--- src/rpw_pkg.sv ---
package rpw_pkg;

   // Field widths of the result beat and the register port
   localparam int FIELD_W      = 15;
   localparam int PCT_W        = 8;
   localparam int CSR_DATA_W   = 32;
   localparam int CSR_ADDR_W   = 5;
   localparam int REG_IDX_W    = 3;

   // Default count width of the high-time counter
   localparam int COUNT_BITS_DEF = 15;

   // Reset values of the bound registers and the deadband
   localparam logic [FIELD_W-1:0] LOW_RESET  = 15'd1000;
   localparam logic [FIELD_W-1:0] MID_RESET  = 15'd1500;
   localparam logic [FIELD_W-1:0] HIGH_RESET = 15'd2000;
   localparam logic [FIELD_W-1:0] TOL_RESET  = 15'd50;

   // Scaling: percent = floor((w - low) * SCALE_SPAN / (high - low)) - SCALE_OFFSET
   localparam int SCALE_SPAN   = 200;
   localparam int SCALE_OFFSET = 100;
   localparam int QUOT_W       = 8;
   localparam int STEP_W       = $clog2(QUOT_W);

   // Register map, word index = paddr[4:2]
   typedef enum logic [REG_IDX_W-1:0] {
      REG_LOW_BOUND  = 3'd0,
      REG_MID_BOUND  = 3'd1,
      REG_HIGH_BOUND = 3'd2,
      REG_TOLERANCE  = 3'd3,
      REG_CALIBRATE  = 3'd4
   } reg_idx_type;

   // Controller states
   typedef enum logic [2:0] {
      ST_IDLE,
      ST_CAL_BOUND,
      ST_CAL_MID,
      ST_CLAMP,
      ST_SCALE,
      ST_DIVIDE,
      ST_FINISH
   } state_type;

   // Bound register writes from the register block
   typedef struct packed {
      logic               wr_low;
      logic               wr_mid;
      logic               wr_high;
      logic [FIELD_W-1:0] data;
   } bound_wr_type;

   // Controller to datapath
   typedef struct packed {
      logic tick;
      logic cal_bound;
      logic cal_mid;
      logic clamp;
      logic scale;
      logic div_step;
      logic load_out;
   } dp_cmd_type;

   // Datapath to controller
   typedef struct packed {
      logic pulse_end;
   } dp_status_type;

endpackage

--- src/rpw_csr.sv ---
module rpw_csr (
   input  logic                          clock,
   input  logic                          reset,
   input  logic                          csr_psel,
   input  logic                          csr_penable,
   input  logic                          csr_pwrite,
   input  logic [rpw_pkg::CSR_ADDR_W-1:0] csr_paddr,
   input  logic [rpw_pkg::CSR_DATA_W-1:0] csr_pwdata,
   output logic [rpw_pkg::CSR_DATA_W-1:0] csr_prdata,
   output rpw_pkg::bound_wr_type          bound_wr,
   output logic [rpw_pkg::FIELD_W-1:0]    tolerance,
   output logic                          calibrate
);
   import rpw_pkg::*;

   logic [FIELD_W-1:0] low_ff, low_in;
   logic [FIELD_W-1:0] mid_ff, mid_in;
   logic [FIELD_W-1:0] high_ff, high_in;
   logic [FIELD_W-1:0] tol_ff, tol_in;
   logic               cal_ff, cal_in;
   logic               wr_en;
   reg_idx_type        idx;

   assign wr_en = csr_psel & csr_penable & csr_pwrite;
   assign idx   = reg_idx_type'(csr_paddr[REG_IDX_W+1:2]);

   // Write decode
   always_comb begin
      low_in  = low_ff;
      mid_in  = mid_ff;
      high_in = high_ff;
      tol_in  = tol_ff;
      cal_in  = cal_ff;
      bound_wr.wr_low  = 1'b0;
      bound_wr.wr_mid  = 1'b0;
      bound_wr.wr_high = 1'b0;
      bound_wr.data    = csr_pwdata[FIELD_W-1:0];
      if (wr_en) begin
         unique case (idx)
            REG_LOW_BOUND: begin
               low_in = csr_pwdata[FIELD_W-1:0];
               bound_wr.wr_low = 1'b1;
            end
            REG_MID_BOUND: begin
               mid_in = csr_pwdata[FIELD_W-1:0];
               bound_wr.wr_mid = 1'b1;
            end
            REG_HIGH_BOUND: begin
               high_in = csr_pwdata[FIELD_W-1:0];
               bound_wr.wr_high = 1'b1;
            end
            REG_TOLERANCE: tol_in = csr_pwdata[FIELD_W-1:0];
            REG_CALIBRATE: cal_in = csr_pwdata[0];
            default: ;
         endcase
      end
   end

   always_ff @(posedge clock) begin
      if (reset) begin
         low_ff  <= LOW_RESET;
         mid_ff  <= MID_RESET;
         high_ff <= HIGH_RESET;
         tol_ff  <= TOL_RESET;
         cal_ff  <= 1'b0;
      end else begin
         low_ff  <= low_in;
         mid_ff  <= mid_in;
         high_ff <= high_in;
         tol_ff  <= tol_in;
         cal_ff  <= cal_in;
      end
   end

   // Read mux
   always_comb begin
      unique case (idx)
         REG_LOW_BOUND:  csr_prdata = CSR_DATA_W'(low_ff);
         REG_MID_BOUND:  csr_prdata = CSR_DATA_W'(mid_ff);
         REG_HIGH_BOUND: csr_prdata = CSR_DATA_W'(high_ff);
         REG_TOLERANCE:  csr_prdata = CSR_DATA_W'(tol_ff);
         REG_CALIBRATE:  csr_prdata = CSR_DATA_W'(cal_ff);
         default:        csr_prdata = '0;
      endcase
   end

   assign tolerance = tol_ff;
   assign calibrate = cal_ff;

endmodule

--- src/rpw_ctrl.sv ---
module rpw_ctrl (
   input  logic                   clock,
   input  logic                   reset,
   input  logic                   req_valid,
   output logic                   req_stall,
   output logic                   rsp_valid,
   input  logic                   rsp_stall,
   output rpw_pkg::dp_cmd_type    cmd,
   input  rpw_pkg::dp_status_type status
);
   import rpw_pkg::*;

   state_type         state_ff, state_in;
   logic [STEP_W-1:0] step_ff, step_in;
   logic              valid_ff, valid_in;
   logic              accept;

   assign req_stall = (state_ff != ST_IDLE);
   assign accept    = req_valid & ~req_stall;
   assign rsp_valid = valid_ff;

   // State register
   always_ff @(posedge clock) begin
      if (reset) begin
         state_ff <= ST_IDLE;
         step_ff  <= '0;
         valid_ff <= 1'b0;
      end else begin
         state_ff <= state_in;
         step_ff  <= step_in;
         valid_ff <= valid_in;
      end
   end

   // Next state and commands
   always_comb begin
      state_in = state_ff;
      step_in  = step_ff;
      valid_in = valid_ff & rsp_stall;
      cmd      = '0;
      unique case (state_ff)
         ST_IDLE: begin
            cmd.tick = accept;
            if (accept && status.pulse_end) begin
               state_in = ST_CAL_BOUND;
            end
         end
         ST_CAL_BOUND: begin
            cmd.cal_bound = 1'b1;
            state_in = ST_CAL_MID;
         end
         ST_CAL_MID: begin
            cmd.cal_mid = 1'b1;
            state_in = ST_CLAMP;
         end
         ST_CLAMP: begin
            cmd.clamp = 1'b1;
            state_in = ST_SCALE;
         end
         ST_SCALE: begin
            cmd.scale = 1'b1;
            step_in = '0;
            state_in = ST_DIVIDE;
         end
         ST_DIVIDE: begin
            cmd.div_step = 1'b1;
            step_in = step_ff + 1'b1;
            if (step_ff == STEP_W'(QUOT_W - 1)) begin
               state_in = ST_FINISH;
            end
         end
         ST_FINISH: begin
            // hold until the output register is free
            if (!valid_ff || !rsp_stall) begin
               cmd.load_out = 1'b1;
               valid_in = 1'b1;
               state_in = ST_IDLE;
            end
         end
         default: state_in = ST_IDLE;
      endcase
   end

endmodule

--- src/rpw_dp.sv ---
module rpw_dp #(
   parameter int COUNT_BITS = rpw_pkg::COUNT_BITS_DEF
) (
   input  logic                           clock,
   input  logic                           reset,
   input  rpw_pkg::dp_cmd_type            cmd,
   output rpw_pkg::dp_status_type         status,
   input  logic                           req_pin_level,
   input  rpw_pkg::bound_wr_type          bound_wr,
   input  logic [rpw_pkg::FIELD_W-1:0]    tolerance,
   input  logic                           calibrate,
   output logic [rpw_pkg::FIELD_W-1:0]    rsp_pulse_width,
   output logic signed [rpw_pkg::PCT_W-1:0] rsp_percent,
   output logic [rpw_pkg::FIELD_W-1:0]    rsp_low_bound,
   output logic [rpw_pkg::FIELD_W-1:0]    rsp_mid_bound,
   output logic [rpw_pkg::FIELD_W-1:0]    rsp_high_bound
);
   import rpw_pkg::*;

   // Working width holds both the count and the configured bounds
   localparam int WB = (COUNT_BITS > FIELD_W) ? COUNT_BITS : FIELD_W;
   localparam int NW = WB + QUOT_W;
   localparam int SW = WB + 2;

   // Edge tracking and counter
   logic                  prev_ff, prev_in;
   logic                  armed_ff, armed_in;
   logic [COUNT_BITS-1:0] ticks_ff, ticks_in;
   logic [WB-1:0]         width_ff, width_in;
   // Working bounds
   logic [WB-1:0]         low_ff, low_in;
   logic [WB-1:0]         mid_ff, mid_in;
   logic [WB-1:0]         high_ff, high_in;
   // Conversion
   logic [WB-1:0]         r_ff, r_in;
   logic                  zero_ff, zero_in;
   logic [NW-1:0]         rem_ff, rem_in;
   logic [NW-1:0]         div_ff, div_in;
   logic [QUOT_W-1:0]     quot_ff, quot_in;
   // Result beat
   logic [FIELD_W-1:0]    o_width_ff, o_width_in;
   logic [PCT_W-1:0]      o_pct_ff, o_pct_in;
   logic [FIELD_W-1:0]    o_low_ff, o_low_in;
   logic [FIELD_W-1:0]    o_mid_ff, o_mid_in;
   logic [FIELD_W-1:0]    o_high_ff, o_high_in;

   logic                  rise;
   logic signed [WB:0]    span_s;
   logic signed [WB:0]    half_s;
   logic signed [WB:0]    mid_s;
   logic signed [SW-1:0]  db_hi, db_lo, r_s;
   logic                  in_band;

   assign rise             = req_pin_level & ~prev_ff;
   assign status.pulse_end = ~req_pin_level & prev_ff & armed_ff;

   // Centre recalculation, halving truncated toward zero
   assign span_s = $signed({1'b0, high_ff}) - $signed({1'b0, low_ff});
   assign half_s = (span_s + $signed({{WB{1'b0}}, span_s[WB]})) >>> 1;
   assign mid_s  = $signed({1'b0, low_ff}) + half_s;

   // Deadband window around the centre
   assign r_s     = $signed({2'b00, r_ff});
   assign db_hi   = $signed({2'b00, mid_ff}) + $signed(SW'(tolerance));
   assign db_lo   = $signed({2'b00, mid_ff}) - $signed(SW'(tolerance));
   assign in_band = (r_s <= db_hi) && (r_s >= db_lo);

   always_comb begin
      prev_in    = prev_ff;
      armed_in   = armed_ff;
      ticks_in   = ticks_ff;
      width_in   = width_ff;
      low_in     = low_ff;
      mid_in     = mid_ff;
      high_in    = high_ff;
      r_in       = r_ff;
      zero_in    = zero_ff;
      rem_in     = rem_ff;
      div_in     = div_ff;
      quot_in    = quot_ff;
      o_width_in = o_width_ff;
      o_pct_in   = o_pct_ff;
      o_low_in   = o_low_ff;
      o_mid_in   = o_mid_ff;
      o_high_in  = o_high_ff;

      // register writes load the working bounds
      if (bound_wr.wr_low)  low_in  = WB'(bound_wr.data);
      if (bound_wr.wr_mid)  mid_in  = WB'(bound_wr.data);
      if (bound_wr.wr_high) high_in = WB'(bound_wr.data);

      // one tick per beat
      if (cmd.tick) begin
         prev_in = req_pin_level;
         if (rise) begin
            armed_in = 1'b1;
            ticks_in = COUNT_BITS'(1);
         end else if (req_pin_level && armed_ff) begin
            if (ticks_ff != {COUNT_BITS{1'b1}}) ticks_in = ticks_ff + 1'b1;
         end else if (status.pulse_end) begin
            armed_in = 1'b0;
            width_in = WB'(ticks_ff);
         end
      end

      // calibration widens the bounds, then re-centres
      if (cmd.cal_bound && calibrate) begin
         if (width_ff < low_ff)  low_in  = width_ff;
         if (width_ff > high_ff) high_in = width_ff;
      end
      if (cmd.cal_mid && calibrate) begin
         mid_in = mid_s[WB-1:0];
      end

      // clamp, low bound tested first
      if (cmd.clamp) begin
         if (width_ff < low_ff)       r_in = low_ff;
         else if (width_ff > high_ff) r_in = high_ff;
         else                         r_in = width_ff;
      end

      // numerator and aligned divisor
      if (cmd.scale) begin
         zero_in = in_band || (high_ff <= low_ff);
         rem_in  = NW'(r_ff - low_ff) * NW'(SCALE_SPAN);
         div_in  = NW'(high_ff - low_ff) << (QUOT_W - 1);
         quot_in = '0;
      end

      // restoring division, one quotient bit per step
      if (cmd.div_step) begin
         if (rem_ff >= div_ff) begin
            rem_in  = rem_ff - div_ff;
            quot_in = {quot_ff[QUOT_W-2:0], 1'b1};
         end else begin
            quot_in = {quot_ff[QUOT_W-2:0], 1'b0};
         end
         div_in = div_ff >> 1;
      end

      // result beat
      if (cmd.load_out) begin
         o_width_in = width_ff[FIELD_W-1:0];
         o_pct_in   = zero_ff ? '0 : PCT_W'(quot_ff - QUOT_W'(SCALE_OFFSET));
         o_low_in   = low_ff[FIELD_W-1:0];
         o_mid_in   = mid_ff[FIELD_W-1:0];
         o_high_in  = high_ff[FIELD_W-1:0];
      end
   end

   // Control and working state
   always_ff @(posedge clock) begin
      if (reset) begin
         prev_ff  <= 1'b0;
         armed_ff <= 1'b0;
         ticks_ff <= '0;
         low_ff   <= WB'(LOW_RESET);
         mid_ff   <= WB'(MID_RESET);
         high_ff  <= WB'(HIGH_RESET);
      end else begin
         prev_ff  <= prev_in;
         armed_ff <= armed_in;
         ticks_ff <= ticks_in;
         low_ff   <= low_in;
         mid_ff   <= mid_in;
         high_ff  <= high_in;
      end
   end

   // Payload registers
   always_ff @(posedge clock) begin
      width_ff   <= width_in;
      r_ff       <= r_in;
      zero_ff    <= zero_in;
      rem_ff     <= rem_in;
      div_ff     <= div_in;
      quot_ff    <= quot_in;
      o_width_ff <= o_width_in;
      o_pct_ff   <= o_pct_in;
      o_low_ff   <= o_low_in;
      o_mid_ff   <= o_mid_in;
      o_high_ff  <= o_high_in;
   end

   assign rsp_pulse_width = o_width_ff;
   assign rsp_percent     = $signed(o_pct_ff);
   assign rsp_low_bound   = o_low_ff;
   assign rsp_mid_bound   = o_mid_ff;
   assign rsp_high_bound  = o_high_ff;

endmodule

--- src/rc_pulse_width_to_percent.sv ---
// Channel  Direction  Ports                        Beat
// req      in         req_valid/req_stall          one line sample per tick: pin_level
// rsp      out        rsp_valid/rsp_stall          pulse_width, percent, low/mid/high bound
// csr      in/out     csr_psel..csr_pready         5 word registers at byte address 4*i
//
// A tick that does not end a pulse leaves the sequencer idle; back to back ticks
// are taken. A falling edge that ends an armed pulse stalls ticks through bound
// update, centre, clamp, scale, 8 restoring division steps, load.
// The result sits in an output register, so ticks flow on while it waits; only a
// second result finding that register still full holds the sequencer.
// Reset is synchronous and restores the bounds to 1000/1500/2000.
module rc_pulse_width_to_percent #(
   parameter int COUNT_BITS = rpw_pkg::COUNT_BITS_DEF
) (
   input  logic                            clock,
   input  logic                            reset,
   input  logic                            req_valid,
   output logic                            req_stall,
   input  logic                            req_pin_level,
   output logic                            rsp_valid,
   input  logic                            rsp_stall,
   output logic [rpw_pkg::FIELD_W-1:0]     rsp_pulse_width,
   output logic signed [rpw_pkg::PCT_W-1:0] rsp_percent,
   output logic [rpw_pkg::FIELD_W-1:0]     rsp_low_bound,
   output logic [rpw_pkg::FIELD_W-1:0]     rsp_mid_bound,
   output logic [rpw_pkg::FIELD_W-1:0]     rsp_high_bound,
   input  logic                            csr_psel,
   input  logic                            csr_penable,
   input  logic                            csr_pwrite,
   input  logic [rpw_pkg::CSR_ADDR_W-1:0]  csr_paddr,
   input  logic [rpw_pkg::CSR_DATA_W-1:0]  csr_pwdata,
   output logic [rpw_pkg::CSR_DATA_W-1:0]  csr_prdata,
   output logic                            csr_pready
);
   import rpw_pkg::*;

   bound_wr_type       bound_wr;
   logic [FIELD_W-1:0] tolerance;
   logic               calibrate;
   dp_cmd_type         cmd;
   dp_status_type      status;

   assign csr_pready = 1'b1;

   // Register block
   rpw_csr u_csr (
      .clock       (clock),
      .reset       (reset),
      .csr_psel    (csr_psel),
      .csr_penable (csr_penable),
      .csr_pwrite  (csr_pwrite),
      .csr_paddr   (csr_paddr),
      .csr_pwdata  (csr_pwdata),
      .csr_prdata  (csr_prdata),
      .bound_wr    (bound_wr),
      .tolerance   (tolerance),
      .calibrate   (calibrate)
   );

   // Sequencer
   rpw_ctrl u_ctrl (
      .clock     (clock),
      .reset     (reset),
      .req_valid (req_valid),
      .req_stall (req_stall),
      .rsp_valid (rsp_valid),
      .rsp_stall (rsp_stall),
      .cmd       (cmd),
      .status    (status)
   );

   // Counter, bounds and divider
   rpw_dp #(
      .COUNT_BITS (COUNT_BITS)
   ) u_dp (
      .clock           (clock),
      .reset           (reset),
      .cmd             (cmd),
      .status          (status),
      .req_pin_level   (req_pin_level),
      .bound_wr        (bound_wr),
      .tolerance       (tolerance),
      .calibrate       (calibrate),
      .rsp_pulse_width (rsp_pulse_width),
      .rsp_percent     (rsp_percent),
      .rsp_low_bound   (rsp_low_bound),
      .rsp_mid_bound   (rsp_mid_bound),
      .rsp_high_bound  (rsp_high_bound)
   );

endmodule
--- config.mk ---
export PLATFORM = sky130hd
export DESIGN_NAME = rc_pulse_width_to_percent
export DESIGN_NICKNAME = d
export VERILOG_FILES = /design/src/rpw_pkg.sv /design/src/rpw_csr.sv /design/src/rpw_ctrl.sv /design/src/rpw_dp.sv /design/src/rc_pulse_width_to_percent.sv
export SDC_FILE = /design/constraint.sdc
export NUM_CORES = 1
export LEC_CHECK = 0
export BUFFER_PORTS_ARGS = -buffer_cell sky130_fd_sc_hd__buf_2
export CAP_MARGIN = 40
export CORE_MARGIN = 1.5
export CORE_UTILIZATION = 55
export CTS_CLUSTER_DIAMETER = 60
export CTS_CLUSTER_SIZE = 25
export DETAILED_ROUTE_END_ITERATION = 12
export GPL_TIMING_DRIVEN = 0
export PLACE_DENSITY = 0.81
export SLEW_MARGIN = 20
export SYNTH_ARGS = -nofsm -noshare
export SYNTH_HDL_FRONTEND = slang
export SYNTH_HIERARCHICAL = 1
export SYNTH_SLANG_ARGS = --single-unit
--- constraint.sdc ---
create_clock -name clock -period 6.48 [get_ports clock]
set_input_delay 0.324 -clock clock [delete_from_list [all_inputs] [get_ports clock]]
set_output_delay 0.324 -clock clock [all_outputs]
set_load 0.005 [all_outputs]
# --- After elaboration in Yosys (flattened, before gate mapping) ---
# Index checks and enable logic that the tools add are counted.
op_classes:
  magnitude_cmp: 6
  div: 0
  shift: 0
  n_mux: 44
  bitwise_logic: 12
  eq_ne: 16
  reduce_logical: 27
  multipliers: 1
  n_addsub: 11
ops:
  columns: ["op", "n"]
  rows:
  - ["$mux W15", 13]
  - ["$pmux W15 S5", 1]
  - ["$mux W23", 3]
  - ["$sub A15 B15 Y16", 4]
  - ["$mux W22", 2]
  - ["$ge A23 B23 Y1", 1]
  - ["$mul A23 B5 Y20 const B", 1]
  - ["$sub A23 B23 Y23", 1]
  - ["$pmux W3 S7", 1]
  - ["$ge A16 B17 Y1", 1]
  - ["$le A16 B17 Y1", 1]
  - ["$mux W1", 17]
  - ["$add A15 B15 Y16", 1]
  - ["$add A16 B2 Y16", 1]
  - ["$mux W8", 2]
  - ["$add A15 B1 Y15 const B", 1]
  - ["$add A15 B15 Y15", 1]
  - ["$eq A3 B3 Y1 const B", 5]
  - ["$gt A15 B15 Y1", 1]
  - ["$le A15 B15 Y1", 1]
  - ["$lt A15 B15 Y1", 1]
  - ["$ne A15 B15 Y1 const B", 1]
  - ["$eq A3 B2 Y1 const B", 4]
  - ["$mux W3", 4]
  - ["16 further kinds", 48]
totals:
  wordCells: 143
  mem_count: 0
  mem_bits_ro: 0
  latchBits: 0
  ramBits: 0
  out_inout_bits: 103
  ff_bits: 283

# --- Longest topological paths before layout ---
depth:
  depth_word: 6
  depth_mapped: 25
  ltp_nobuf: 25

# --- Modules after synthesis ---
# Netlist, hierarchy kept.
by_module_without_submodules:
  columns: ["module", "instances", "area_each_um2", "cells_each"]
  rows:
  - ["rpw_dp", 1, 16156.7, 1723]
  - ["rpw_csr", 1, 3188.1, 322]
  - ["rpw_ctrl", 1, 414.1, 48]
  - ["rc_pulse_width_to_percent", 1, 11.3, 2]

# --- Worst setup path before layout ---
# No wires, ideal clock.
synth_timing:
  path_kind: "register -> register"
  from: "register u_ctrl.state_ff[0]"
  to: "register u_dp.o_high_ff[0], in the netlist u_dp/rsp_high_bound[0], enable pin"
  t_arrival_ps: 5563
  slack_ps: 325
  stages_incl_launch_ff: 4
  setup_time_ps: 591
  required_time_ps: 5889
  cell_sequence: "dfxtp_1 buf_2 buf_2 nor3b_1"
synth_lines:
  columns: ["item", "line", "source"]
  rows:
  - ["start, declared", "rpw_ctrl.sv:13", "state_type state_ff, state_in;"]
  - ["start signal, assigned", "rpw_ctrl.sv:29", "state_ff <= state_in;"]
  - ["end signal, assigned", "rpw_dp.sv:182", "o_high_ff <= o_high_in;"]
  - ["end, declared", "rpw_dp.sv:45", "logic [FIELD_W-1:0] o_high_ff, o_high_in;"]

# --- Worst setup path after layout ---
layout_timing:
  from: "register u_dp.low_ff[2]"
  to: "register u_dp.rem_ff[22]"
layout_between:
  elab_chain_cells: 5
layout_lines:
  columns: ["item", "line", "source"]
  rows:
  - ["start, declared", "rpw_dp.sv:31", "logic [WB-1:0] low_ff, low_in;"]
  - ["start signal, assigned", "rpw_dp.sv:157", "low_ff <= WB'(LOW_RESET);"]
  - ["start signal, assigned", "rpw_dp.sv:164", "low_ff <= low_in;"]
  - ["$sub A15 B15 Y16 (*)", "rpw_dp.sv:125", "rem_in = NW'(r_ff - low_ff) * NW'(SCALE_SPAN);"]
  - ["$mul A23 B5 Y20 (*)", "rpw_dp.sv:125", null]
  - ["$mux W23 (*)", "rpw_dp.sv:123", "if (cmd.scale) begin"]
  - ["$mux W23", "rpw_dp.sv:132", "if (rem_ff >= div_ff) begin"]
  - ["$mux W23 (*)", "rpw_dp.sv:131", "if (cmd.div_step) begin"]
  - ["via u_dp.rem_in[22]", "rpw_dp.sv:37", "logic [NW-1:0] rem_ff, rem_in;"]
  - ["end signal, assigned", "rpw_dp.sv:175", "rem_ff <= rem_in;"]
  - ["end, declared", "rpw_dp.sv:37", null]
# Mark *: on every way through the listed nets, which the timed path passes. The rest lies on a longest branch.
# A chain may end at the register's enable or synchronous reset.

==> impl_results.md <==
* Status: finished, final reports clean
* Endpoint class of the critical path: register
* Setup Total Neg Slack at 0 ns
* Relative slew slack at 0.457
* First-pass GRT wire length at around 85,000 µm
* Share of the synthesized area in the top cell type at 0.196
* Setup bufs post-CTS at 0
* Non-filler cells, final at 2,739
* Initial antenna violation count at 0
* Vias in the first global route at about 16,000
* Unrepaired setup endpoints after global routing: false
* Synth area leaders: edfxtp_1 (20%), dfxtp_1 (16%), ha_1 (13%)
* WHS at about 0.049 ns
* Power Dens Cells at ~190 nW/µm²
* Asr flop ratio synth at 0
* Number of I/O pins at roughly 150
* Post-DP Area at approximately 21,000 µm²
* WL/cell at between 20 and 25 µm
* Starting Density at 0.557
* GRT overflow at 0
* Via density at about 6.0
* DP Wirelength at 43,000 µm
* Die area at approximately 37,000 µm²
* Max-Cap Viols at 0
* Synth Flop Type: dfxtp_1
* Via count at approximately 16,000
* Post-layout util at 0.621
* Overall Power at between 4 and 5 mW
* Worst-skew pair later-pin latency at 0.59 ns
* Unique cell type count in the Yosys netlist at 89
* Final GP Congestion at roughly 0.99
* Register bit count reported by yosys at approximately 280
* Max Freq at 0.166 GHz
* Crit path time final at 6.01 ns
* Hold buffers post-CTS at 0
* Port buffer count at 110
* Root buffer cell: clkbuf_16
* Post-synthesis sequential area ratio at 0.352
* Post-CTS sizing at 0
* Hold Crit Depth at 3
* Top Registers: u_dp/div_ff x23, u_dp/rem_ff x23
* Layout Skew at 0.0432 ns
* Reg2reg path depth at 24
* Syn Area/Cell at approximately 9.4 µm²
* # DRC at 0
* Reg clk slew, reported paths at ~0.090 ns
* # diodes at 0
* Largest net degree at the start of global routing at 31
* Clk sinks at 283
* Antenna viol nets, final at 0
* Dpl ws at about 0.52 ns
* Data arrival, critical path at roughly 6.4 ns
* Highest ir drop seen on vdd at between 0.15 and 0.2 mV
* Data required, critical path at 6.92 ns
* CTS tree: built
* CTS buffer count at 26
* Fin. Hold Viols at 0
* Synth Warn # at 6
* Layout area overhead at 11.4%
* Min-delay worst type: input port to register
* Max-slew violations at 0
* Startpoint types: register
* Chip height at 193 µm
* Final setup fails at 0
* Mapped cell area at slightly below 20,000 µm²
* Fin area at approximately 22,000 µm²
* Max Root-Sink Buffers at 3
* Post-Route WL at between 50,000 and 60,000 µm
* Post-synth EDFFs at ~130
* Die width at a little under 200 µm
* Leak Pwr at between 9 and 10 nW
* Mapped Cells at ~2,100
* Final setup margin at ~0.47 ns
* Least-Margin Pin Slew at between 0.8 and 0.9 ns
* Core area at 35,500 µm²
* Num rows at 69
* H-tree depth at 1
* Pre-antenna DRT Iters at 7
* Placed insts at between 2,000 and 3,000
* Post-synth top area cell: edfxtp_1
* Final nets at around 2,500
* WS Path Type: register to register
* Number of DRC markers in iteration 0 at between 1,000 and 1,500
* Fin crit share at 0.927
* Global Route Usage Sum at 0.297
* Crit path max fanout at 5
* Layout cells sized above 1 at 0.126
where the power goes:
part	switching, mW	internal (mW)	total, mW
sequential	0.0206	1.87	1.90
clock	0.852	0.884	1.74
combinational	0.307	0.222	0.529
cell usage after synthesis, types with 5 or more instances:
cell	n
a2111oi_0	7
a211o_1	9
a211oi_1	30
a21o_1	48
a21oi_1	96
a31oi_1	15
and2_1	20
and3_1	14
buf_2	14
buf_4	37
buf_6	5
clkbuf_1	54
dfxtp_1	154
edfxtp_1	129
fa_1	20
ha_1	207
inv_1	165
mux2_2	6
mux2i_1	106
mux4_2	14
nand2_1	135
nand2b_1	76
nand3_1	38
nand3b_1	6
nand4_1	17
nor2_1	143
nor2b_1	52
nor3_1	58
nor3b_1	6
nor4_1	6
o211ai_1	6
o21a_1	17
o21ai_0	103
o21ai_1	14
o21bai_1	15
o221a_2	10
o221ai_1	7
o31ai_1	9
or2_2	10
or3_1	19
xnor2_1	89
xor2_1	39
worst paths after layout:
check        slack (ns)                 to               from
max reg2reg        0.47    u_dp/rem_ff[22]     u_dp/low_ff[2]
min                0.05       u_dp/prev_ff      req_pin_level
max                0.47    u_dp/rem_ff[22]     u_dp/low_ff[2]
min reg2reg        0.46  u_ctrl/step_ff[1]  u_ctrl/step_ff[1]
final cells by class:
| class | instances | area (µm²) |
|---|---|---|
| Buffer | 111 | 611 |
| Clock buffer | 28 | 679 |
| Clock inverter | 20 | 308 |
| Fill cell | 2916 | 13400 |
| Inverter | 166 | 623 |
| Multi-Input combinational cell | 1551 | 11700 |
| Sequential cell | 283 | 6960 |
| Tap cell | 461 | 577 |
| Timing Repair Buffer | 119 | 622 |
routing by layer:
layer | share of wire | vias up | track usage
met4 | 0.056 | 0 | 0.154
met3 | 0.068 | 194 | 0.0371
met5 | 0 | - | 0
met2 | 0.46 | 712 | 0.491
met1 | 0.41 | 7824 | 0.381
li1 | - | 7731 | -
logic make-up (layout without fill, tap and decap cells):
logic type,count (synthesis),count (layout),synth area share
compound gates,425,425,0.141
xor+xnor,128,128,0.0567
fa+ha+maj,227,227,0.151
buf+inv,277,444,0.0624
flops,283,283,0.352
mux,126,126,0.0730
other cells,2,18,0.000380
simple gates,627,627,0.163
placed cells by master (no fill, tap or decap), types with 8 or more instances in the layout:
master and instances:
ha_1 207, inv_1 165, dfxtp_1 154, nor2_1 142
nand2_1 135, edfxtp_1 129, buf_2 124, mux2i_1 106
o21ai_0 103, a21oi_1 96, xnor2_1 89, nand2b_1 76
nor3_1 57, clkbuf_1 55, nor2b_1 52, a21o_1 48
buf_4 44, xor2_1 39, nand3_1 38, a211oi_1 30
clkbuf_16 27, and2_1 20, fa_1 20, or3_1 19
conb_1 18, o21a_1 17, nand4_1 17, o21bai_1 15
a31oi_1 15, mux4_2 14, o21ai_1 14, and3_1 14
or2_2 10, o221a_2 10, a211o_1 9, o31ai_1 8
critical path, stage by stage, from the launching register on:
cell and delay (ns):
dfxtp_1 0.55, inv_1 0.25, ha_1 0.40, nor2b_1 0.15, o21ai_0 0.21, a21boi_0 0.16, o21ai_0 0.22, a21boi_0 0.21
o2111ai_1 0.26, nand2_1 0.07, nor2_1 0.25, xnor2_1 0.17, ha_1 0.26, ha_1 0.28, inv_1 0.05, fa_1 0.51
inv_1 0.05, ha_1 0.24, or3_1 0.38, nor3_1 0.20, nor3_1 0.13, a221oi_1 0.35, xnor2_1 0.16, a211oi_1 0.25
a21oi_1 0.06
Power figures use the tool's default switching activity.
